## src/hdl/mp2a_pkg.sv

```systemverilog
// shared types and constants of the 2x2 max pooling unit with argmax
`timescale 1ns / 1ps

package mp2a_pkg;

    localparam int VAL_W     = 32;
    localparam int POS_W     = 22;
    localparam int CFG_W     = 9;
    localparam int CFG_IDX_W = 2;

    localparam logic [CFG_IDX_W-1:0] CFG_FRAME_WIDTH   = 2'd0;
    localparam logic [CFG_IDX_W-1:0] CFG_FRAME_HEIGHT  = 2'd1;
    localparam logic [CFG_IDX_W-1:0] CFG_CHANNEL_COUNT = 2'd2;

    typedef struct packed {
        logic signed [VAL_W-1:0] value;
        logic [POS_W-1:0]        position;
    } t_entry;

    typedef struct packed {
        logic                    valid;
        logic                    merge;
        logic                    done;
        logic signed [VAL_W-1:0] value;
        logic [POS_W-1:0]        position;
    } t_pair_word;

endpackage

```

## src/hdl/mp2a_merge.sv

```systemverilog
// vertical merge with the stored pair and output register
`timescale 1ns / 1ps

module mp2a_merge import mp2a_pkg::*; (
    input  logic                    i_clk,
    input  logic                    i_rst_n,
    input  t_pair_word              i_pair,
    input  t_entry                  i_rd_data,
    input  logic                    i_stall,
    output logic                    o_hold,
    output logic                    o_valid,
    output logic signed [VAL_W-1:0] o_pooled_value,
    output logic [POS_W-1:0]        o_argmax_position,
    output logic                    o_frame_done
);

    t_pair_word              r_s1;
    logic                    r_o_valid;
    logic signed [VAL_W-1:0] r_o_value;
    logic [POS_W-1:0]        r_o_pos;
    logic                    r_o_done;
    logic                    adv;
    logic                    take_top;

    assign adv      = !r_o_valid || !i_stall;
    assign o_hold   = r_s1.valid && !adv;
    // upper pair wins ties
    assign take_top = r_s1.merge && (i_rd_data.value >= r_s1.value);

    always_ff @(posedge i_clk) begin
        if (!i_rst_n) begin
            r_s1.valid <= 1'b0;
            r_o_valid  <= 1'b0;
        end else begin
            if (i_pair.valid) begin
                r_s1 <= i_pair;
            end else if (adv) begin
                r_s1.valid <= 1'b0;
            end
            if (adv) begin
                r_o_valid <= r_s1.valid;
            end
        end
    end

    always_ff @(posedge i_clk) begin
        if (adv && r_s1.valid) begin
            r_o_value <= take_top ? i_rd_data.value : r_s1.value;
            r_o_pos   <= take_top ? i_rd_data.position : r_s1.position;
            r_o_done  <= r_s1.done;
        end
    end

    assign o_valid           = r_o_valid;
    assign o_pooled_value    = r_o_value;
    assign o_argmax_position = r_o_pos;
    assign o_frame_done      = r_o_done;

    a_hold_full: assert property (@(posedge i_clk) disable iff (!i_rst_n)
        o_hold |-> r_o_valid)
        else $error("upstream held while output register is free");

    a_s1_kept: assert property (@(posedge i_clk) disable iff (!i_rst_n)
        o_hold |=> r_s1.valid)
        else $error("held merge word lost");

    a_no_overrun: assert property (@(posedge i_clk) disable iff (!i_rst_n)
        o_hold |-> !i_pair.valid)
        else $error("new word entered while merge stage held");

endmodule

```

## config.mk

```make
export PLATFORM = sky130hd
export DESIGN_NAME = mp2a_merge
export DESIGN_NICKNAME = d
export VERILOG_FILES = /design/src/hdl/mp2a_pkg.sv /design/src/hdl/mp2a_merge.sv
export SDC_FILE = /design/constraint.sdc
export NUM_CORES = 1
export LEC_CHECK = 0
export ABC_AREA = 0
export BUFFER_PORTS_ARGS = -buffer_cell sky130_fd_sc_hd__buf_2
export CAP_MARGIN = 15
export CELL_PAD_IN_SITES_DETAIL_PLACEMENT = 1
export CELL_PAD_IN_SITES_GLOBAL_PLACEMENT = 1
export CORE_ASPECT_RATIO = 1.75
export CORE_MARGIN = 5
export CORE_UTILIZATION = 41
export CTS_CLUSTER_DIAMETER = 50
export DETAILED_ROUTE_END_ITERATION = 10
export PLACE_DENSITY_LB_ADDON = 0.1
export REMOVE_ABC_BUFFERS = 1
export SLEW_MARGIN = 20
export SYNTH_ARGS = -nofsm -noshare
export SYNTH_HDL_FRONTEND = slang
export SYNTH_SLANG_ARGS = --single-unit
```

## constraint.sdc

```tcl
create_clock -name i_clk -period 5.6 [get_ports i_clk]
set_input_delay 0.56 -clock i_clk [delete_from_list [all_inputs] [get_ports i_clk]]
set_output_delay 0.56 -clock i_clk [all_outputs]
set_load 0.005 [all_outputs]
```

== After elaboration in Yosys (flattened, before gate mapping) ==
Index checks and enable logic that the tools add are counted.

* Register bits after elaboration: 113
* Output and inout bits: 57
* Input bits: 114

* Magnitude comparators: 1
* Mux-type cells: 4
* Reductions and logical operators: 9

{| class="wikitable"
|+ Operator list
! cell !! count
|-
| >= comparator 32 bit || 1
|-
| two-way mux 32 bit || 1
|-
| two-way mux 22 bit || 1
|-
| logical AND 1 bit || 3
|-
| zero test 1 bit || 3
|-
| two-way mux 1 bit || 2
|-
| AND reduction 2 bit || 1
|-
| nonzero test 2 bit || 1
|-
| logical OR 1 bit || 1
|}

== Depth between registers and ports, before layout ==
Gate-level depths: netlist (run 1).

* Word-level depth: 4
* Mapped depth: 10
* Mapped depth without buffers: 8

== Worst setup path after synthesis (run 1) ==
OpenSTA, ideal clock, no wires.

* Path type: in2reg
* Start: in i_stall
* End: reg r_o_pos[0], in the netlist o_argmax_position[0] (enable)
* Required time: 5049 ps
* Path slack: 464 ps
* Path buffers: 0
* Stages on the path: 1
* Arrival: 4584 ps
* Path through: a21boi_0

* Cells in the longest elaborated chain, start to end: 3

{| class="wikitable"
|+ RTL lines
! element !! RTL line !! source
|-
| start, declared || mp2a_merge.sv:9 || <nowiki>input logic i_stall,</nowiki>
|-
| zero test 1 bit || mp2a_merge.sv:25 || <nowiki>assign adv = !r_o_valid || !i_stall;</nowiki>
|-
| logical OR 1 bit || mp2a_merge.sv:25 ||
|-
| logical AND 1 bit || mp2a_merge.sv:47 || <nowiki>if (adv && r_s1.valid) begin</nowiki>
|-
| end signal, assigned || mp2a_merge.sv:49 || <nowiki>r_o_pos <= take_top ? i_rd_data.position : r_s1.position;</nowiki>
|-
| end, declared || mp2a_merge.sv:20 || <nowiki>logic [POS_W-1:0] r_o_pos;</nowiki>
|}

No other way between the ends.
A chain may end at the register's enable or synchronous reset.

== Worst setup path in the final report (run 1) ==
* Start: reg r_s1[53] in the netlist's numbering
* End: reg r_o_pos[0], in the netlist o_argmax_position[0], data pin

* Cells in the longest elaborated chain, start to end: 3

{| class="wikitable"
|+ RTL lines
! element !! RTL line !! source
|-
| start, declared || mp2a_merge.sv:17 || <nowiki>t_pair_word r_s1;</nowiki>
|-
| start signal, assigned || mp2a_merge.sv:36 || <nowiki>r_s1 <= i_pair;</nowiki>
|-
| >= comparator 32 bit || mp2a_merge.sv:28 || <nowiki>assign take_top = r_s1.merge && (i_rd_data.value >= r_s1.value);</nowiki>
|-
| logical AND 1 bit || mp2a_merge.sv:28 ||
|-
| two-way mux 22 bit || mp2a_merge.sv:49 ||
|}

No other way between the ends.

==> results of run 1 <==
sequential cells by signal, indices dropped and copies added, names as in the netlist:
register           flops
r_s1                  57
o_valid                1
o_frame_done           1
o_pooled_value        32
o_argmax_position     22
synth_stat cells (all sizes together) (3+ instances only):
master     n
a2111oi    3
or2       42
and3       3
buf       12
o32ai     21
o21ai      6
nand2     10
ha        32
nor2      60
o221a     30
a21oi     11
a21o       6
clkbuf    30
o41ai     21
a32oi     30
inv       36
a211oi    23
edfxtp   111
nand3      3
nand4      5
through the flow:
step                      setup slack (ns)  cell area [um^2]  hold slack, ns
after detailed placement             1.510              7162          0.4209
final                                1.776              7740          0.3172
after global placement               1.601              7162          0.4049
after floorplan                     0.4645              6000          0.4003
after global routing                 1.447              7740          0.2973
after CTS                            1.708              7737          0.3028
cell type report:
type	count	share of cell area, %
clock buffer	20	6.030
clock inverter	12	1.406
inverter	36	1.746
multi-input combinational	329	32.80
sequential	113	43.58
tap	183	2.958
timing repair buffer	175	11.48
critical path: cells and delay by family, from the launching register on:
kind	cells	cell delay, ns
AOI/OAI and AO/OA	4	1.58
adders and majority gates	1	0.84
buffers and inverters	1	0.09
DFF	1	0.36
and+or+nand+nor	2	0.71
where the power goes:
| part | total [mW] | internal (mW) | switching, mW | leakage, nW |
|---|---|---|---|---|
| Sequential | 1.05 | 1.02 | 0.0318 | 1.06 |
| Clock | 1.05 | 0.645 | 0.400 | 0.270 |
| Combinational | 0.446 | 0.181 | 0.264 | 1.71 |
| Total | 2.54 | 1.84 | 0.697 | 3.03 |
metal layers:
metal | GRT usage [%] | share of wire [%] | routed length [um] | vias to the layer above
li1 | - | - | - | 2396
met1 | 23.94 | 37 | 7049 | 2604
met2 | 40.57 | 55 | 10570 | 166
met3 | 4.845 | 5.5 | 1051 | 35
met4 | 9.076 | 2.6 | 499 | 2
met5 | 0 | 0.042 | 8 | -
worst max path at each step:
| stage | to |
|---|---|
| 6_report | o_argmax_position[0]$_DFFE_PP_ |
| 2_1_floorplan | o_argmax_position[0]$_DFFE_PP_ |
| 5_1_grt | o_argmax_position[0]$_DFFE_PP_ |
| 3_3_place_gp | o_argmax_position[15]$_DFFE_PP_ |
| 3_5_place_dp | o_pooled_value[26]$_DFFE_PP_ |
| 4_1_cts | o_pooled_value[24]$_DFFE_PP_ |
cell families (layout without fill, tap and decap cells):
group	after synthesis	count (layout)
compound gates	165	165
fa+ha+maj	32	32
buf+inv	78	243
flops	113	113
simple gates	132	132
==> flow_metrics.tcl, run 1 <==
set metrics [dict create \
    yosys.area_share.adder_pct 6.475 \
    power_density_mw_per_mm2 327.9 \
    yosysTopAreaCell "edfxtp_1" \
    cp_max_fo 85 \
    htree_num_levels 4 \
    max_stage_delay_ns 0.89 \
    place_hpwl_mm 12.86 \
    start_kind "flip-flop" \
    viasPerCell 5.994 \
    synth_top_family_by_area "compound AO/OA/AOI/OAI gates" \
    dp.cells 836 \
    dieArea_mm2 0.01773 \
    post-route-util_pct 52.16 \
    synthXorXnorAreaFrac_pct 0 \
    dieHeight_um 172.5 \
    cts_tree "done" \
    nNetsFinal 818 \
    post_cts_buffers 0 \
    cts.sink_count 113 \
    multi_input_area_mm2 0.002539 \
    antenna_cells 0 \
    clock_latency_ns 0.41 \
    fmax_mhz 261.5 \
    grt_pass1_vias 5757 \
    gp_congestion 0.7374 \
    clockBufferDepth 2 \
    status "finished, final reports clean" \
    layout.cells.non_filler 868 \
    yosys_most_used_dff "edfxtp_1" \
    rows 59 \
    power_leakage_nw 3.034 \
    synth-edff-count 111 \
    seqCellArea_mm2 0.003373 \
    worstRegToRegCells 8 \
    r2r_slack_ns 1.78 \
    synth_top_area_share_pct 53.91 \
    synth_compound_area_share_pct 23.35 \
    syn_inst 520 \
    crit_path_start "r_s1[53]$_DFFE_PP_" \
    wl_mm 19.18 \
    cts_resized 0 \
    fp.dieW_um 102.8 \
    initial_core_util_pct 41.67 \
    cts_root_buffer "clkbuf_16" \
    yosysSeqAreaShare_pct 54.55 \
    path_class "flip-flop to flip-flop" \
    synth-seq-cells 113 \
    port_buffers 170 \
    p_total_mw 2.538 \
    wl_per_cell_um 22.10 \
    syn_area_mm2 0.006183 \
    worst_slew_pin_slew_ns 1.055 \
    crit_slowest_cell "o31a_1" \
    synth_mux_area_share_pct 0 \
    drt-pass1-iter-count 4 \
    hold_start "i_pair[3]" \
    synthToLayoutAreaGrowth_pct 25.17 \
    critPathRequiredTime_ns 5.82 \
    reg2reg_to "o_argmax_position[0]$_DFFE_PP_" \
    r2r-start "r_s1[53]$_DFFE_PP_" \
    antenna_found_initial 1 \
    drive_above_1_share_pct 37.81 \
    grt_pass1_wl_mm 29.87 \
    synth_warnings 0 \
    min_to "r_s1[3]$_DFFE_PP_" \
    grt_max_degree 86 \
    min_path_type "primary input to flip-flop" \
    period_needed_ns 3.824 \
    cts-hold-fix-buffers 0 \
    drv_slew 0 \
    fillers 1605 \
    grt_usage_pct 22.05 \
    core_area_mm2 0.01484 \
    cp_cell_sequence "inv_1, ha_4, nand4_1, or3_1, a2111oi_4, o31a_1, o41ai_1, a211oi_1" \
    slew_headroom_pct 29.56 \
    ios 171 \
    rsz0062_at_grt "no" \
    hold_viol_final 0 \
    drc 0 \
    max_cap_violations 0 \
    async_flop_share_pct 0 \
    clk_pin_slew_worst_paths_ns 0.06 \
    ys_top_cells_by_area "edfxtp_1 54%, ha_1 6.5%, o221a_1 5.5%" \
    cts_made_buffers 17 \
    worstHoldPathCells 1 \
    layout.cells.most_common "buf_2" \
    final.setup_skew_ns 0.01731 \
    dr.first_iter.drc_count 216 \
    drtAntennaViolNets 0 \
    worstPathArrival_ns 4.04 \
    cp-end-kind "flip-flop" \
    gr-total-overflow 0 \
    finalCritPeriodShare_pct 68.28 \
    syn_avg_cell_area_um2 11.89 \
    yosysUniqueCellTypes 44 \
    irDropWorstVdd_mv 0.1685 \
    yosys.area_share.simple_pct 10.46 \
    route.vias.total 5203 \
    setup_viol 0 \
    tns_ns 0 \
    final_cell_mix "170 x buf_2, 111 x edfxtp_1, 60 x nor2_1" \
]
(Power assumes the default switching activity.)
==> run 2, diff against run 1 <==
clock period = 3.7 ns   (was 5.6 ns; I/O delays follow)
==> run 2 against run 1 <==
Effect of this change: sequential power grew 50%; first-iteration DRC count shrank 8.3%; register-to-register slack lost 1.4 ns; die area is the same; critical path depth shrank 1; total power grew 50%; maximum frequency grew 15%; via count grew 0.25%; count of clock-buffer cells in the layout is the same; setup slack lost 1.4 ns; flip-flop and latch count is the same; sequential share of layout area shrank 0.36 points; critical path type unchanged; largest power group unchanged.
==> flow_metrics.tcl, run 2 (synthesized netlist as in run 1, its figures left out) <==
set metrics [dict create \
    status "finished, final reports clean" \
    post-route-util_pct 52.59 \
    start_kind "flip-flop" \
    hold_viol_final 0 \
    min_to "r_s1[20]$_DFFE_PP_" \
    place_hpwl_mm 13.54 \
    dieHeight_um 172.5 \
    rsz0062_at_grt "no" \
    cts_tree "done" \
    switching_share_pct 28.50 \
    place_area_mm2 0.007257 \
    drv_slew 0 \
    fillers 1623 \
    crit_slowest_cell "o31a_1" \
    clk_pin_slew_worst_paths_ns 0.07 \
    drtAntennaViolNets 0 \
    largest_reg_flops 57 \
    worstRegToRegCells 7 \
    nNetsFinal 829 \
    cp_cell_sequence "inv_1, ha_1, nand4_1, a2111oi_0, o31a_1, o41ai_1, a211oi_1" \
    fmax_mhz 300.2 \
    multi_input_area_mm2 0.002537 \
    dr.first_iter.drc_count 198 \
    port_buffers 170 \
    reg2reg_to "o_argmax_position[15]$_DFFE_PP_" \
    critPathBufInv 1 \
    seqCellArea_mm2 0.003373 \
    cp_max_fo 23 \
    core_area_mm2 0.01484 \
    r2r-start "r_s1[33]$_DFFE_PP_" \
    power_density_mw_per_mm2 486.4 \
    dr_wl_met3_mm 1.015 \
    power.clock.fraction_pct 40.0 \
    gp_congestion 0.7462 \
    worstHoldPathCells 1 \
    p_int_mw 2.714 \
    fp.dieW_um 102.8 \
    htree_num_levels 4 \
    slew_headroom_pct 24.75 \
    gr-total-overflow 0 \
    cts_made_buffers 17 \
    max_stage_delay_ns 0.96 \
    top_register "r_s1" \
    ios 171 \
    dieArea_mm2 0.01773 \
    seqPwrFrac_pct 41.6 \
    r2r_slack_ns 0.37 \
    finalInstanceArea_mm2 0.007804 \
    grt_max_degree 51 \
    grt_pass1_wl_mm 29.64 \
    cts.sink_count 113 \
    irDropWorstVdd_mv 0.3408 \
    worst_slew_pin_slew_ns 1.129 \
    grt_usage_pct 21.93 \
    max_cap_violations 0 \
    preCtsSetupSlack_ns 0.2143 \
    path_class "flip-flop to flip-flop" \
    initial_core_util_pct 41.67 \
    clockBufferDepth 2 \
    p_comb_share_pct 18.5 \
    min_path_type "primary input to flip-flop" \
    wl_mm 19.65 \
    power_leakage_nw 3.071 \
    cp-end-kind "flip-flop" \
    post_cts_buffers 0 \
    p_switching_mw 1.082 \
    cts_root_buffer "clkbuf_16" \
    grt_pass1_vias 5780 \
    crit_family "compound AO/OA/AOI/OAI gates" \
    critPathRequiredTime_ns 3.91 \
    wl_met2_mm 11.07 \
    drive_above_1_share_pct 38.65 \
    period_needed_ns 3.331 \
    cts-hold-fix-buffers 0 \
    finalCritPeriodShare_pct 90.04 \
    drt-pass1-iter-count 5 \
    cts_resized 0 \
    antenna_found_initial 2 \
    layout.cells.most_common "buf_2" \
    fin_ws_ns 0.3686 \
    met1_length_mm 7.246 \
    worstPathArrival_ns 3.54 \
    synthToLayoutAreaGrowth_pct 26.20 \
    clock_latency_ns 0.41 \
    drc 0 \
    viasPerCell 5.927 \
    rows 59 \
    hold_start "i_pair[20]" \
    wl_per_cell_um 22.33 \
    route.vias.total 5216 \
    top_layer "met5" \
    final.setup_skew_ns 0.01597 \
    final_cell_mix "170 x buf_2, 111 x edfxtp_1, 60 x nor2_1" \
    setup_viol 0 \
]
run 2: cell types whose count changed in the layout (fill, tap and decap cells not counted):
cell	change
a2111oi_0	+1
a2111oi_1	-1
buf_12	+1
buf_4	+10
bufinv_16	-1
clkbuf_1	+1
clkbuf_8	-1
clkinvlp_4	+1
diode_2	+1
run 2: cell type report:
type | instances | share of cell area, %
Sequential cell | 113 | 43.23
Multi-Input combinational cell | 329 | 32.52
Timing Repair Buffer | 186 | 12.60
Clock buffer | 20 | 5.852
Tap cell | 183 | 2.934
Inverter | 36 | 1.732
Clock inverter | 12 | 1.106
Antenna cell | 1 | 0.03207
run 2: worst register-to-register path, cell delays in order, from the launching register on:
cell       delay (ns)
edfxtp_1         0.37
inv_1            0.07
ha_1             0.32
nand4_1          0.14
a2111oi_0        0.85
o31a_1           0.96
o41ai_1          0.11
a211oi_1         0.31
run 2: worst max-delay path by stage:
stage,cells after the start,start,endpoint,slack [ns]
final,7,r_s1[33]$_DFFE_PP_,o_argmax_position[15]$_DFFE_PP_,0.37
after global routing,7,r_s1[33]$_DFFE_PP_,o_argmax_position[15]$_DFFE_PP_,0.08
after CTS,7,r_s1[33]$_DFFE_PP_,o_argmax_position[15]$_DFFE_PP_,0.29
after detailed placement,7,i_rd_data[33],o_argmax_position[10]$_DFFE_PP_,0.21
after global placement,7,i_rd_data[33],o_argmax_position[21]$_DFFE_PP_,0.30
after floorplan,1,i_stall,o_argmax_position[0]$_DFFE_PP_,-1.25
run 2: per-layer routing:
| metal | vias to the layer above | track usage, % |
|---|---|---|
| li1 | 2416 | - |
| met1 | 2598 | 23.63 |
| met2 | 175 | 41.59 |
| met3 | 25 | 4.764 |
| met4 | 2 | 6.990 |
| met5 | - | 0 |
run 2: power by group through the flow:
stage	Sequential, mW	Combinational (mW)	Clock (mW)
CTS	1.58	0.708	1.54
floorplan	1.60	0.387	0
finish	1.58	0.701	1.52
detailed placement	1.60	0.705	0
global placement	1.60	0.673	0
global route	1.59	0.768	1.61
run 2: per-stage QoR:
stage	TNS, ns	power, mW	hold slack [ns]	cells
after floorplan	-101.94	1.991	0.4003	478
after global placement	0	2.272	0.4042	847
after detailed placement	0	2.307	0.4347	847
after CTS	0	3.830	0.1162	879
after global routing	0	3.958	0.1063	880
final	0	3.796	0.1278	880
