==> src/hdl/mp2a_pkg.sv <==
// shared types and constants of the 2x2 max pooling unit with argmax
`timescale 1ns / 1ps

package mp2a_pkg;

    localparam int VAL_W     = 32;
    localparam int POS_W     = 22;
    localparam int CFG_W     = 9;
    localparam int CFG_IDX_W = 2;

    localparam logic [CFG_IDX_W-1:0] CFG_FRAME_WIDTH   = 2'd0;
    localparam logic [CFG_IDX_W-1:0] CFG_FRAME_HEIGHT  = 2'd1;
    localparam logic [CFG_IDX_W-1:0] CFG_CHANNEL_COUNT = 2'd2;

    typedef struct packed {
        logic signed [VAL_W-1:0] value;
        logic [POS_W-1:0]        position;
    } t_entry;

    typedef struct packed {
        logic                    valid;
        logic                    merge;
        logic                    done;
        logic signed [VAL_W-1:0] value;
        logic [POS_W-1:0]        position;
    } t_pair_word;

endpackage

==> src/hdl/mp2a_front.sv <==
// configuration, scan counters, pair compare and row store requests
`timescale 1ns / 1ps

module mp2a_front import mp2a_pkg::*; #(
    parameter int MAX_WIDTH    = 256,
    parameter int MAX_HEIGHT   = 256,
    parameter int MAX_CHANNELS = 64,
    parameter int AW           = 7
) (
    input  logic                    i_clk,
    input  logic                    i_rst_n,
    input  logic                    i_cfg_we,
    input  logic [CFG_IDX_W-1:0]    i_cfg_index,
    input  logic [CFG_W-1:0]        i_cfg_data,
    input  logic                    i_accept,
    input  logic signed [VAL_W-1:0] i_sample,
    output logic                    o_mem_we,
    output logic                    o_mem_re,
    output logic [AW-1:0]           o_mem_addr,
    output t_entry                  o_mem_wdata,
    output t_pair_word              o_pair
);

    localparam int CW  = $clog2(MAX_WIDTH);
    localparam int RW  = $clog2(MAX_HEIGHT);
    localparam int PW  = (MAX_CHANNELS > 1) ? $clog2(MAX_CHANNELS) : 1;
    localparam int WW  = $clog2(MAX_WIDTH + 1);
    localparam int HW  = $clog2(MAX_HEIGHT + 1);
    localparam int NW  = $clog2(MAX_CHANNELS + 1);

    logic [8:0]              r_frame_width;
    logic [8:0]              r_frame_height;
    logic [6:0]              r_channel_count;
    logic [CW-1:0]           r_col, n_col;
    logic [RW-1:0]           r_row, n_row;
    logic [PW-1:0]           r_plane, n_plane;
    logic [POS_W-1:0]        r_flat, n_flat;
    logic signed [VAL_W-1:0] r_held_value;
    logic [POS_W-1:0]        r_held_pos;

    logic [WW-1:0]           w_eff;
    logic [HW-1:0]           h_eff;
    logic [NW-1:0]           c_eff;
    logic                    last_col, last_row, last_plane;
    logic                    have;
    logic                    cfg_hit;
    logic signed [VAL_W-1:0] pair_value;
    logic [POS_W-1:0]        pair_pos;

    // out-of-range settings: zero acts as one, too large acts as the maximum
    always_comb begin
        if (r_frame_width == '0) begin
            w_eff = WW'(1);
        end else if (32'(r_frame_width) > MAX_WIDTH) begin
            w_eff = WW'(MAX_WIDTH);
        end else begin
            w_eff = WW'(r_frame_width);
        end
        if (r_frame_height == '0) begin
            h_eff = HW'(1);
        end else if (32'(r_frame_height) > MAX_HEIGHT) begin
            h_eff = HW'(MAX_HEIGHT);
        end else begin
            h_eff = HW'(r_frame_height);
        end
        if (r_channel_count == '0) begin
            c_eff = NW'(1);
        end else if (32'(r_channel_count) > MAX_CHANNELS) begin
            c_eff = NW'(MAX_CHANNELS);
        end else begin
            c_eff = NW'(r_channel_count);
        end
    end

    assign last_col   = ({1'b0, r_col} + 1'b1) >= (CW + 1)'(w_eff);
    assign last_row   = ({1'b0, r_row} + 1'b1) >= (RW + 1)'(h_eff);
    assign last_plane = ({1'b0, r_plane} + 1'b1) >= (PW + 1)'(c_eff);

    // only a write to a known register restarts the frame
    assign cfg_hit = i_cfg_we && ((i_cfg_index == CFG_FRAME_WIDTH) ||
                                  (i_cfg_index == CFG_FRAME_HEIGHT) ||
                                  (i_cfg_index == CFG_CHANNEL_COUNT));

    // pair maximum, left sample wins ties
    always_comb begin
        if (!r_col[0]) begin
            have       = last_col;
            pair_value = i_sample;
            pair_pos   = r_flat;
        end else if (r_held_value >= i_sample) begin
            have       = 1'b1;
            pair_value = r_held_value;
            pair_pos   = r_held_pos;
        end else begin
            have       = 1'b1;
            pair_value = i_sample;
            pair_pos   = r_flat;
        end
    end

    assign o_mem_addr           = AW'(r_col >> 1);
    assign o_mem_we             = i_accept && have && !r_row[0] && !last_row;
    assign o_mem_re             = i_accept && have && r_row[0];
    assign o_mem_wdata.value    = pair_value;
    assign o_mem_wdata.position = pair_pos;

    assign o_pair.valid    = i_accept && have && (r_row[0] || last_row);
    assign o_pair.merge    = r_row[0];
    assign o_pair.done     = last_col && last_row && last_plane;
    assign o_pair.value    = pair_value;
    assign o_pair.position = pair_pos;

    // scan position update
    always_comb begin
        n_col   = r_col;
        n_row   = r_row;
        n_plane = r_plane;
        n_flat  = r_flat;
        if (cfg_hit) begin
            n_col   = '0;
            n_row   = '0;
            n_plane = '0;
            n_flat  = '0;
        end else if (i_accept) begin
            n_flat = r_flat + 1'b1;
            if (last_col) begin
                n_col = '0;
                if (last_row) begin
                    n_row = '0;
                    if (last_plane) begin
                        n_plane = '0;
                        n_flat  = '0;
                    end else begin
                        n_plane = r_plane + 1'b1;
                    end
                end else begin
                    n_row = r_row + 1'b1;
                end
            end else begin
                n_col = r_col + 1'b1;
            end
        end
    end

    always_ff @(posedge i_clk) begin
        if (!i_rst_n) begin
            r_frame_width   <= 9'd2;
            r_frame_height  <= 9'd2;
            r_channel_count <= 7'd1;
            r_col           <= '0;
            r_row           <= '0;
            r_plane         <= '0;
            r_flat          <= '0;
        end else begin
            r_col   <= n_col;
            r_row   <= n_row;
            r_plane <= n_plane;
            r_flat  <= n_flat;
            if (i_cfg_we) begin
                unique case (i_cfg_index)
                    CFG_FRAME_WIDTH:   r_frame_width   <= i_cfg_data;
                    CFG_FRAME_HEIGHT:  r_frame_height  <= i_cfg_data;
                    CFG_CHANNEL_COUNT: r_channel_count <= i_cfg_data[6:0];
                    default: ;
                endcase
            end
        end
    end

    always_ff @(posedge i_clk) begin
        if (i_accept && !r_col[0]) begin
            r_held_value <= i_sample;
            r_held_pos   <= r_flat;
        end
    end

    a_col_range: assert property (@(posedge i_clk) disable iff (!i_rst_n)
        (WW + 1)'(r_col) < (WW + 1)'(w_eff))
        else $error("column count beyond frame width");

    a_row_range: assert property (@(posedge i_clk) disable iff (!i_rst_n)
        (HW + 1)'(r_row) < (HW + 1)'(h_eff))
        else $error("row count beyond frame height");

    a_store_excl: assert property (@(posedge i_clk) disable iff (!i_rst_n)
        !(o_mem_we && (o_mem_re || o_pair.valid)))
        else $error("row store written by an item that also emits");

endmodule

==> config.mk <==
export PLATFORM = sky130hd
export DESIGN_NAME = mp2a_front
export DESIGN_NICKNAME = d
export VERILOG_FILES = /design/src/hdl/mp2a_pkg.sv /design/src/hdl/mp2a_front.sv
export SDC_FILE = /design/constraint.sdc
export NUM_CORES = 1
export LEC_CHECK = 0
export ABC_CLOCK_PERIOD_IN_PS = 9100
export BUFFER_PORTS_ARGS = -buffer_cell sky130_fd_sc_hd__buf_2
export CAP_MARGIN = 20
export CORE_AREA = 2 2 154 156
export CTS_BUF_LIST = sky130_fd_sc_hd__clkbuf_16
export DETAILED_ROUTE_END_ITERATION = 8
export DIE_AREA = 0 0 156 158
export PLACE_DENSITY_LB_ADDON = 0.1
export SLEW_MARGIN = 25
export SYNTH_ARGS = -nofsm -noshare
export SYNTH_HDL_FRONTEND = slang
export SYNTH_SLANG_ARGS = --single-unit
==> constraint.sdc <==
create_clock -name i_clk -period 9.1 [get_ports i_clk]
set_input_delay 1.365 -clock i_clk [delete_from_list [all_inputs] [get_ports i_clk]]
set_output_delay 1.365 -clock i_clk [all_outputs]
set_load 0.02 [all_outputs]
# Word-level counts from Yosys, hierarchy flattened
# Cells that the tools add are included.
[word_totals]
inputBits = 47
ram_bits = 0
out_inout_bits = 120
romBits = 0
latchBits = 0
n_memories = 0
ff_bits = 123
[op_classes]
order_cmp = 7
multipliers = 0
reduce_logical = 25
n_bitwise = 1
shifts = 0
eq_ne = 2
add_sub_neg = 7
n_mux = 17
div_mod_pow = 0
[op_table]
columns = ["operator", "count"]
rows = [
  ["$mux W22", 5],
  ["$mux W32", 2],
  ["$mux W9", 4],
  ["$ge A32 B32 Y1", 1],
  ["$add A22 B1 Y22 const B", 1],
  ["$add A8 B1 Y9 const B", 2],
  ["$ge A9 B9 Y1", 2],
  ["$gt A9 B9 Y1 const B", 2],
  ["$logic_not A9 Y1", 2],
  ["$add A8 B1 Y8 const B", 2],
  ["$mux W8", 2],
  ["$mux W7", 2],
  ["$logic_and A1 B1 Y1", 9],
  ["$reduce_and A2 Y1", 4],
  ["$add A6 B1 Y7 const B", 1],
  ["$ge A7 B7 Y1", 1],
  ["$gt A7 B7 Y1 const B", 1],
  ["$logic_not A7 Y1", 1],
  ["$add A6 B1 Y6 const B", 1],
  ["$mux W6", 1],
  ["$logic_not A1 Y1", 3],
  ["$logic_or A1 B1 Y1", 3],
  ["$reduce_and A3 Y1", 1],
  ["$eq A2 B1 Y1 const B", 1],
  ["other kinds (5)", 5],
]

# Longest topological paths before layout
# Gate-level depths: netlist of the first run.
[logic_depth]
ltp_word = 8
mapped_depth = 12
ltp_nobuf = 11

# Worst setup path after synthesis of the first run
# Ideal clock, no wire load.
[synth_path]
path_kind = "input -> output"
start = "input i_sample[15]"
end = "output o_pair[52] (netlist bit)"
arrival_ns = 4.090
cell_stages = 12
required_time_ns = 7.735
setup_slack_ns = 3.645
cell_sequence = "inv_1 -> ha_1 -> and4_1 -> o211ai_1 -> or4_1 -> a31o_1 -> buf_6 -> and2_4 -> buf_6 -> buf_6 -> a211oi_1 -> buf_4"
[synth_rtl]
columns = ["element", "line", "rtl"]
rows = [
  ["start, declared", "mp2a_front.sv:16", "input logic signed [VAL_W-1:0] i_sample,"],
  ["end, declared", "mp2a_front.sv:21", "output t_pair_word o_pair"],
]

==> load_flow_metrics.sql, run 1 <==
INSERT INTO impl_metrics (metric_group, metric, value, unit) VALUES
('placed_design', 'detailedPlacementHpwl', '16.09', 'mm'),
('yosys', 'synth_top_cells_by_count', '204 x sky130_fd_sc_hd__nor2_1, 69 x sky130_fd_sc_hd__dfxtp_1, 68 x sky130_fd_sc_hd__clkbuf_1', ''),
('yosys', 'syn-num-nets', '1183', ''),
('routing', 'routed_wire_length_per_instance', '17.58', 'microns'),
('cts', 'cts.sinks', '123', ''),
('yosys', 'synth-seq-area-share', '0.3299', ''),
('setup_path', 'r2r_end', 'r_row[2]', ''),
('sta', 'final.setup.tns', '0', 'ns'),
('sta', 'slew_viol_final', '0', ''),
('routing', 'routed_via_density', '5.660', ''),
('placed_design', 'port_buffers', '166', ''),
('floorplanning', 'starting_utilization_of_the_core_area', '0.3949', ''),
('run', 'max_cap_violations', '0', ''),
('global_route', 'grt_max_degree', '91', ''),
('yosys', 'ys.warnings.count', '0', ''),
('layout', 'drive_above_1_share', '0.1930', ''),
('layout', 'net_count_final', '1240', ''),
('yosys', 'synth.distinct_cells', '52', ''),
('worst_hold_path', 'hold-path-cell-count', '0', ''),
('layout', 'final_design_area_no_fill', '0.01018', 'sq mm'),
('worst_hold_path', 'class_of_the_tightest_hold_or_removal_check', 'reg -> reg', ''),
('floorplanning', 'ioPinCount', '167', ''),
('setup_path', 'worst_reg2reg_path_depth', '11', ''),
('sta', 'finalHoldViolations', '0', ''),
('setup_path', 'worstSetupStartpointType', 'input pin', ''),
('yosys', 'avgSynthCellArea', '8.469', 'sq um'),
('cts', 'clk-insertion-delay-late', '0.42', 'ns'),
('sta', 'max_slew_margin_vs_limit', '0.3382', ''),
('global_route', 'grt_pass1_wl', '40.10', 'mm'),
('sta', 'period_minus_slack', '6.348', 'ns'),
('layout', 'area_growth_syn_to_layout', '11.79', '%'),
('placed_design', 'gp_congestion', '0.8047', ''),
('routing', 'dr_total_vias', '8122', ''),
('floorplanning', 'fp.dieW', '156', 'microns'),
('layout', 'instances_no_fill', '1435', ''),
('setup_path', 'worst_path_max_delay_cell', 'sky130_fd_sc_hd__ha_4', ''),
('global_route', 'grt.overflow.total', '0', ''),
('cts', 'h-tree-depth', '4', ''),
('yosys', 'synth.ff_latch_count', '123', ''),
('sta', 'clock_tree_skew_after_final_layout', '0.01207', 'ns'),
('global_route', 'globalRouteTotalUtil', '0.2023', ''),
('yosys', 'synth_most_common_cell', 'sky130_fd_sc_hd__nor2_1', ''),
('routing', 'routed_wirelength', '25.23', 'mm'),
('sta', 'worst-slew-pin-transition', '0.9927', 'ns'),
('cts', 'tritoncts_clock_tree', 'yes', ''),
('routing', 'ant_nets', '0', ''),
('worst_hold_path', 'worstHoldStart', 'r_flat[21]', ''),
('run_status', 'outcome', 'finished, final reports clean', ''),
('setup_path', 'crit_type', 'in -> out', ''),
('setup_path', 'critical_path_cell_by_cell', 'buf_2, inv_1, ha_4, nand4_1, nor4_1, a2bb2oi_1, and3_2, buf_4, a221o_1, a211oi_1, buf_2', ''),
('power', 'vdd.ir_drop.worst', '0.09094', 'mV'),
('cts', 'ctsResizeCount', '0', ''),
('setup_path', 'critical-path-max-stage-delay', '0.76', 'ns'),
('setup_path', 'timing.critical_path.mode_cell', 'sky130_fd_sc_hd__buf_2', ''),
('sta', 'report.final.setup_viol', '0', ''),
('floorplanning', 'placement_rows', '56', ''),
('routing', 'remaining_routing_drc_violations', '0', ''),
('worst_hold_path', 'worstHoldEndpoint', 'r_held_pos[21]', ''),
('power', 'power_density', '170.8', 'mW/mm^2'),
('power', 'static-leakage-power', '4.295', 'nW'),
('yosys', 'synthesis.instances', '1075', ''),
('layout', 'num-fill-cells', '2301', ''),
('floorplanning', 'core_box_area', '0.02305', 'sq mm'),
('sta', 'rsz_0062_raised_after_global_routing', 'no', ''),
('layout', 'diodes', '0', ''),
('routing', 'first_iter_violations', '542', ''),
('yosys', 'number_of_enable_type_register_cells_in_the_synthesized_netlist', '54', ''),
('global_route', 'number_of_antenna_violations_at_the_first_check_in_global_routing', '0', ''),
('cts', 'cts_hold_repair.buffers', '0', ''),
('yosys', 'syn-cell-area', '0.009104', 'sq mm'),
('setup_path', 'cp_data_arrival_time', '4.98', 'ns');
## area by class of cell
| class | count | area share |
|---|---|---|
| Multi-Input combinational cell | 752 | 0.5007 |
| Clock buffer | 17 | 0.04180 |
| Clock inverter | 15 | 0.01438 |
| Sequential cell | 123 | 0.2952 |
| Inverter | 61 | 0.02250 |
| Tap cell | 290 | 0.03565 |
| Timing Repair Buffer | 177 | 0.08975 |
## cell usage in the layout (no fill, tap or decap), drive strengths merged, types with 6 or more instances in the layout
cell type and count:
xor2 11, a22oi 53, and3 13, edfxtp 54, clkbuf 17, mux2i 26
o311a 53, a32o 12, nor3b 8, nor2 204, xnor2 24, nor2b 25
inv 68, buf 177, nand3 18, dfxtp 69, ha 61, o211ai 6
o21ai 19, nand4 11, a21oi 29, nand2 56, a41oi 53, clkinv 7
nor3 15
## power breakdown
group          switching (W)  total [W]  leakage [nW]  internal [W]
Combinational       0.000301   0.000449          2.92      0.000148
Sequential         0.0000168   0.000617          1.09      0.000600
Clock               0.000308   0.000673         0.282      0.000365
Total               0.000626    0.00174          4.30       0.00111
## per-layer routing
metal,GRT usage,vias up,wire length (microns)
met5,0,-,0
met4,0.04412,0,331
met3,0.03203,17,1096
met2,0.3274,188,11450
met1,0.2851,3904,12340
li1,-,4013,-
## cells by family after synthesis
kind of cell / Yosys count / synth area share
compound gates: 258 / 0.2275
xor+xnor: 35 / 0.03367
fa+ha+maj: 61 / 0.08384
buf+inv: 200 / 0.1139
flops: 123 / 0.3299
mux: 26 / 0.02859
simple gates: 372 / 0.1827
## worst max-delay path by stage
stage	slack, ns	start	endpoint
4_1_cts	2.82	i_sample[31]	o_pair[52]
3_5_place_dp	2.84	i_sample[31]	o_pair[52]
3_3_place_gp	2.86	i_sample[31]	o_mem_wdata[52]
5_1_grt	2.55	i_sample[31]	o_mem_wdata[52]
2_1_floorplan	3.65	i_sample[15]	o_pair[52]
6_report	2.75	i_sample[31]	o_pair[52]
## critical path, delay by kind of cell
| kind | cells | cell delay [ns] |
|---|---|---|
| AOI/OAI and AO/OA | 3 | 0.93 |
| and+or+nand+nor | 3 | 1.10 |
| buffers and inverters | 4 | 0.79 |
| adders and majority gates | 1 | 0.76 |
## state kept, by name (all words and copies together) (netlist names)
| signal | count |
|---|---|
| r_row | 8 |
| r_held_value | 32 |
| r_channel_count | 7 |
| r_col | 8 |
| r_plane | 6 |
| r_flat | 22 |
| r_held_pos | 22 |
| r_frame_height | 9 |
| r_frame_width | 9 |
## metrics by stage
step | power (W) | setup slack, ns
finish | 0.001738 | 2.752
floorplan | 0.0009810 | 3.645
detailed placement | 0.001077 | 2.838
global placement | 0.001076 | 2.858
CTS | 0.001755 | 2.823
global route | 0.001825 | 2.549
Power figures use the tool's default switching activity.
==> run 2, diff against run 1 <==
--- a/config.mk
+++ b/config.mk
@@ -5,13 +5,14 @@
 export SDC_FILE = /design/constraint.sdc
 export NUM_CORES = 1
 export LEC_CHECK = 0
-export ABC_CLOCK_PERIOD_IN_PS = 9100
+export ABC_AREA = 1
+export ABC_CLOCK_PERIOD_IN_PS = 6200
 export BUFFER_PORTS_ARGS = -buffer_cell sky130_fd_sc_hd__buf_2
 export CAP_MARGIN = 20
-export CORE_AREA = 2 2 154 156
+export CORE_AREA = 2 2 141 143
 export CTS_BUF_LIST = sky130_fd_sc_hd__clkbuf_16
 export DETAILED_ROUTE_END_ITERATION = 8
-export DIE_AREA = 0 0 156 158
+export DIE_AREA = 0 0 143 145
 export PLACE_DENSITY_LB_ADDON = 0.1
 export SLEW_MARGIN = 25
 export SYNTH_ARGS = -nofsm -noshare
==> constraint.sdc (replaced) <==
create_clock -name i_clk -period 6.2 [get_ports i_clk]
set_input_delay 0.93 -clock i_clk [delete_from_list [all_inputs] [get_ports i_clk]]
set_output_delay 0.93 -clock i_clk [all_outputs]
set_load 0.02 [all_outputs]
==> load_flow_metrics.sql, run 2 <==
INSERT INTO impl_metrics (metric_group, metric, value, unit) VALUES
('run_status', 'outcome', 'finished, final reports clean', ''),
('floorplanning', 'core_box_area', '0.01921', 'sq mm'),
('setup_path', 'setup_slack_of_the_worst_register_to_register_path', '2.71', 'ns'),
('sta', 'max_slew_margin_vs_limit', '0.5295', ''),
('placed_design', 'port_buffers', '166', ''),
('yosys', 'ys.warnings.count', '0', ''),
('routing', 'dr_total_vias', '6365', ''),
('cts', 'cts-root-buf', 'sky130_fd_sc_hd__clkbuf_16', ''),
('sta', 'fmax', '233.2', 'MHz'),
('placed_design', 'detailedPlacementHpwl', '12.62', 'mm'),
('cts', 'path_clk_slew', '0.06', 'ns'),
('yosys', 'combinational_family_with_the_most_area_after_synthesis', 'simple AND/OR/NAND/NOR gates', ''),
('routing', 'dr.max_layer_used', 'met4', ''),
('run', 'max_cap_violations', '0', ''),
('yosys', 'synthesis.instances', '970', ''),
('yosys', 'synth.area.top_cells', 'sky130_fd_sc_hd__edfxtp_1 21%, sky130_fd_sc_hd__dfxtp_1 18%, sky130_fd_sc_hd__nand2_1 12%', ''),
('setup_path', 'cp_data_arrival_time', '3.36', 'ns'),
('global_route', 'first_global_vias', '5865', ''),
('floorplanning', 'ioPinCount', '167', ''),
('layout', 'final_common_cell', 'sky130_fd_sc_hd__nand2_1', ''),
('power', 'static-leakage-power', '4.316', 'nW'),
('global_route', 'grt_pass1_wl', '28.64', 'mm'),
('routing', 'wirelength_met1', '8.742', 'mm'),
('floorplanning', 'fp.dieW', '143', 'microns'),
('yosys', 'number_of_enable_type_register_cells_in_the_synthesized_netlist', '54', ''),
('sta', 'final.setup.tns', '0', 'ns'),
('power', 'power_frac_comb', '0.194', ''),
('routing', 'routed_via_density', '4.722', ''),
('global_route', 'globalRouteTotalUtil', '0.1711', ''),
('yosys', 'synth_most_common_cell', 'sky130_fd_sc_hd__nand2_1', ''),
('sta', 'report.final.setup_viol', '0', ''),
('setup_path', 'worstSetupStartpointType', 'flop', ''),
('layout', 'top_regs', 'r_held_value (32), r_flat (22), r_held_pos (22)', ''),
('sta', 'worst-slew-pin-transition', '0.7014', 'ns'),
('setup_path', 'setup.worst_path.end_class', 'output port', ''),
('yosys', 'synth.distinct_cells', '43', ''),
('setup_path', 'crit-reg2reg-launch', 'r_col[1]', ''),
('yosys', 'post-synth-top-area-fraction', '0.2132', ''),
('setup_path', 'r2r_end', 'r_flat[12]', ''),
('cts', 'cts-buffers-inserted', '17', ''),
('layout', 'num-fill-cells', '1971', ''),
('routing', 'remaining_routing_drc_violations', '0', ''),
('layout', 'mostFrequentLayoutCells', '234 x sky130_fd_sc_hd__nand2_1, 166 x sky130_fd_sc_hd__buf_2, 112 x sky130_fd_sc_hd__nor2_1, 93 x sky130_fd_sc_hd__inv_1, 74 x sky130_fd_sc_hd__nand3_1', ''),
('setup_path', 'worst_reg2reg_path_depth', '14', ''),
('setup_path', 'crit_cells', '14', ''),
('yosys', 'avgSynthCellArea', '7.843', 'sq um'),
('power', 'vdd.ir_drop.worst', '0.2010', 'mV'),
('global_route', 'grt_max_degree', '59', ''),
('sta', 'finalHoldViolations', '0', ''),
('yosys', 'syn-cell-area', '0.007607', 'sq mm'),
('setup_path', 'crit_path_max_fanout', '14', ''),
('global_route', 'grt.overflow.total', '0', ''),
('routing', 'ant_nets', '0', ''),
('floorplanning', 'die_area', '0.02074', 'sq mm'),
('routing', 'routed_wirelength', '17.41', 'mm'),
('cts', 'ctsResizeCount', '0', ''),
('routing', 'route.met2.wl', '7.656', 'mm'),
('layout', 'diodes', '0', ''),
('routing', 'routed_wire_length_per_instance', '12.92', 'microns'),
('setup_path', 'crit_type', 'reg -> out', ''),
('cts', 'clk-insertion-delay-late', '0.41', 'ns'),
('yosys', 'synth_compound_area_frac', '0.07286', ''),
('setup_path', 'cp.buffers_inverters', '3', ''),
('setup_path', 'critical_path_cell_by_cell', 'ha_1, nand3_1, nand3b_1, xor2_1, inv_1, ha_1, a21oi_1, o21a_1, nand4_1, nand2_1, nand2_1, inv_1, nor3_1, buf_2', ''),
('routing', 'dr_wl_met3', '817', 'microns'),
('routing', 'first_iter_violations', '219', ''),
('routing', 'detail_route.first_pass.iterations', '4', ''),
('setup_path', 'crit_required', '5.27', 'ns'),
('yosys', 'synth-xor-area-share', '0.02993', ''),
('cts', 'h-tree-depth', '4', ''),
('cts', 'tritoncts_clock_tree', 'yes', ''),
('setup_path', 'cp_top_family', 'simple AND/OR/NAND/NOR gates', ''),
('layout', 'area_growth_syn_to_layout', '14.11', '%'),
('sta', 'clock_tree_skew_after_final_layout', '0.01015', 'ns'),
('yosys', 'yosys_top_cell_by_area', 'sky130_fd_sc_hd__edfxtp_1', ''),
('sta', 'slew_viol_final', '0', ''),
('power', 'internal_power', '0.001510', 'W'),
('yosys', 'synthMuxAreaShare', '0', ''),
('yosys', 'yosys_most_used_dff', 'sky130_fd_sc_hd__dfxtp_1', ''),
('worst_hold_path', 'class_of_the_tightest_hold_or_removal_check', 'reg -> reg', ''),
('sta', 'min_period_over_period', '0.6917', ''),
('yosys', 'synth_fa_ha_area_frac', '0.1003', ''),
('power', 'net-switching-power', '0.0006548', 'W'),
('yosys', 'synth_simple_gate_area_share', '0.2747', ''),
('cts', 'cts.sinks', '123', ''),
('power', 'power_density', '249.4', 'mW/mm^2'),
('setup_path', 'cp-startpoint', 'r_col[1]', ''),
('floorplanning', 'dieHeight', '145', 'microns'),
('yosys', 'synth_top_cells_by_count', '234 x sky130_fd_sc_hd__nand2_1, 113 x sky130_fd_sc_hd__nor2_1, 89 x sky130_fd_sc_hd__inv_1', ''),
('setup_path', 'crit_end', 'o_mem_we', ''),
('layout', 'net_count_final', '1178', ''),
('yosys', 'synth-seq-area-share', '0.3947', ''),
('floorplanning', 'placement_rows', '51', ''),
('power', 'p_seq_frac', '0.421', ''),
('layout', 'drive_above_1_share', '0.1958', ''),
('placed_design', 'gp_congestion', '0.7884', ''),
('yosys', 'syn-num-nets', '1078', ''),
('layout', 'largest_register_ffs', '32', ''),
('power', 'sw_frac_of_total', '0.3025', ''),
('power', 'power.share.clock', '0.386', ''),
('sta', 'rsz_0062_raised_after_global_routing', 'no', ''),
('yosys', 'synth.ff_latch_count', '123', ''),
('floorplanning', 'starting_utilization_of_the_core_area', '0.3961', ''),
('sta', 'period_minus_slack', '4.289', 'ns'),
('setup_path', 'worst_path_max_delay_cell', 'sky130_fd_sc_hd__nand2_1', ''),
('global_route', 'number_of_antenna_violations_at_the_first_check_in_global_routing', '0', ''),
('cts', 'clock_path_buffers', '2', ''),
('cts', 'postCtsSetupBuffers', '0', ''),
('yosys', 'synth-async-reset-ratio', '0', ''),
('setup_path', 'critical-path-max-stage-delay', '0.42', 'ns'),
('power', 'finalPower', '0.002165', 'W'),
('cts', 'cts_hold_repair.buffers', '0', ''),
('layout', 'most_flops_register', 'r_held_value', '');
-- run 2: cell count changes after synthesis, moves of 14 or more --
cell,delta
sky130_fd_sc_hd__a22oi_1,-50
sky130_fd_sc_hd__nor2_1,-91
sky130_fd_sc_hd__inv_1,+31
sky130_fd_sc_hd__a41oi_1,-53
sky130_fd_sc_hd__o311a_1,-53
sky130_fd_sc_hd__nand3_1,+56
sky130_fd_sc_hd__clkbuf_1,-56
sky130_fd_sc_hd__a21oi_1,+16
sky130_fd_sc_hd__xnor2_1,-16
sky130_fd_sc_hd__o21ai_0,+14
sky130_fd_sc_hd__nand2_1,+178
sky130_fd_sc_hd__mux2i_1,-26
sky130_fd_sc_hd__nor2b_1,-25
-- run 2: final cells by class --
cell class	instances	area, sq um	share of cell area
multi-input combinational	665	3642	0.4196
sequential	123	3004	0.3461
timing repair buffer	169	853.3	0.09830
clock buffer	17	425.4	0.04901
inverter	94	352.8	0.04065
tap	265	331.6	0.03820
clock inverter	15	71.32	0.008216
-- run 2: kinds of logic after synthesis --
family	Yosys count
and+or+nand+nor	478
DFF	123
buffers and inverters	182
adders and majority gates	61
xor gates and xnor gates	26
AOI/OAI and AO/OA	100
-- run 2: per-layer routing --
layer / vias to the layer above / track usage
li1: 3354 / -
met1: 2848 / 0.2358
met2: 146 / 0.2718
met3: 17 / 0.03531
met4: 0 / 0.04653
met5: - / 0
-- run 2: worst min-delay path, delay by kind of cell (launching register included) --
family | cells | cell delay [ns]
buffers and inverters | 1 | 0.07
AOI/OAI and AO/OA | 1 | 0.06
DFF | 1 | 0.31
-- run 2: worst min-delay path by stage --
stage / startpoint / endpoint / slack, ns / cells after the start
2_1_floorplan: r_channel_count[1] / r_channel_count[1] / 0.44 / 2
3_3_place_gp: r_channel_count[1] / r_channel_count[1] / 0.47 / 2
3_5_place_dp: r_channel_count[1] / r_channel_count[1] / 0.47 / 2
4_1_cts: r_channel_count[1] / r_channel_count[1] / 0.48 / 2
5_1_grt: r_flat[7] / r_held_pos[7] / 0.50 / 0
6_report: r_channel_count[1] / r_channel_count[1] / 0.48 / 2
-- run 2: power by group through the flow --
| stage | logic (W) | registers (W) | clock network, W |
|---|---|---|---|
| 2_1_floorplan | 0.000334 | 0.000921 | 0 |
| 3_3_place_gp | 0.000425 | 0.000926 | 0 |
| 3_5_place_dp | 0.000425 | 0.000927 | 0 |
| 4_1_cts | 0.000426 | 0.000910 | 0.000859 |
| 5_1_grt | 0.000477 | 0.000914 | 0.000894 |
| 6_report | 0.000419 | 0.000910 | 0.000835 |
-- run 2: through the flow --
step / std cells / instance area, sq um / worst slack (ns) / util / hold slack, ns
floorplan: 970 / 7607 / 2.125 / - / 0.4438
global placement: 1316 / 8184 / 1.946 / 0.4261 / 0.4702
detailed placement: 1316 / 8184 / 1.954 / 0.4261 / 0.4735
CTS: 1348 / 8681 / 1.860 / 0.4520 / 0.4819
global route: 1348 / 8681 / 1.505 / 0.4520 / 0.5027
finish: 1348 / 8681 / 1.911 / 0.4520 / 0.4811
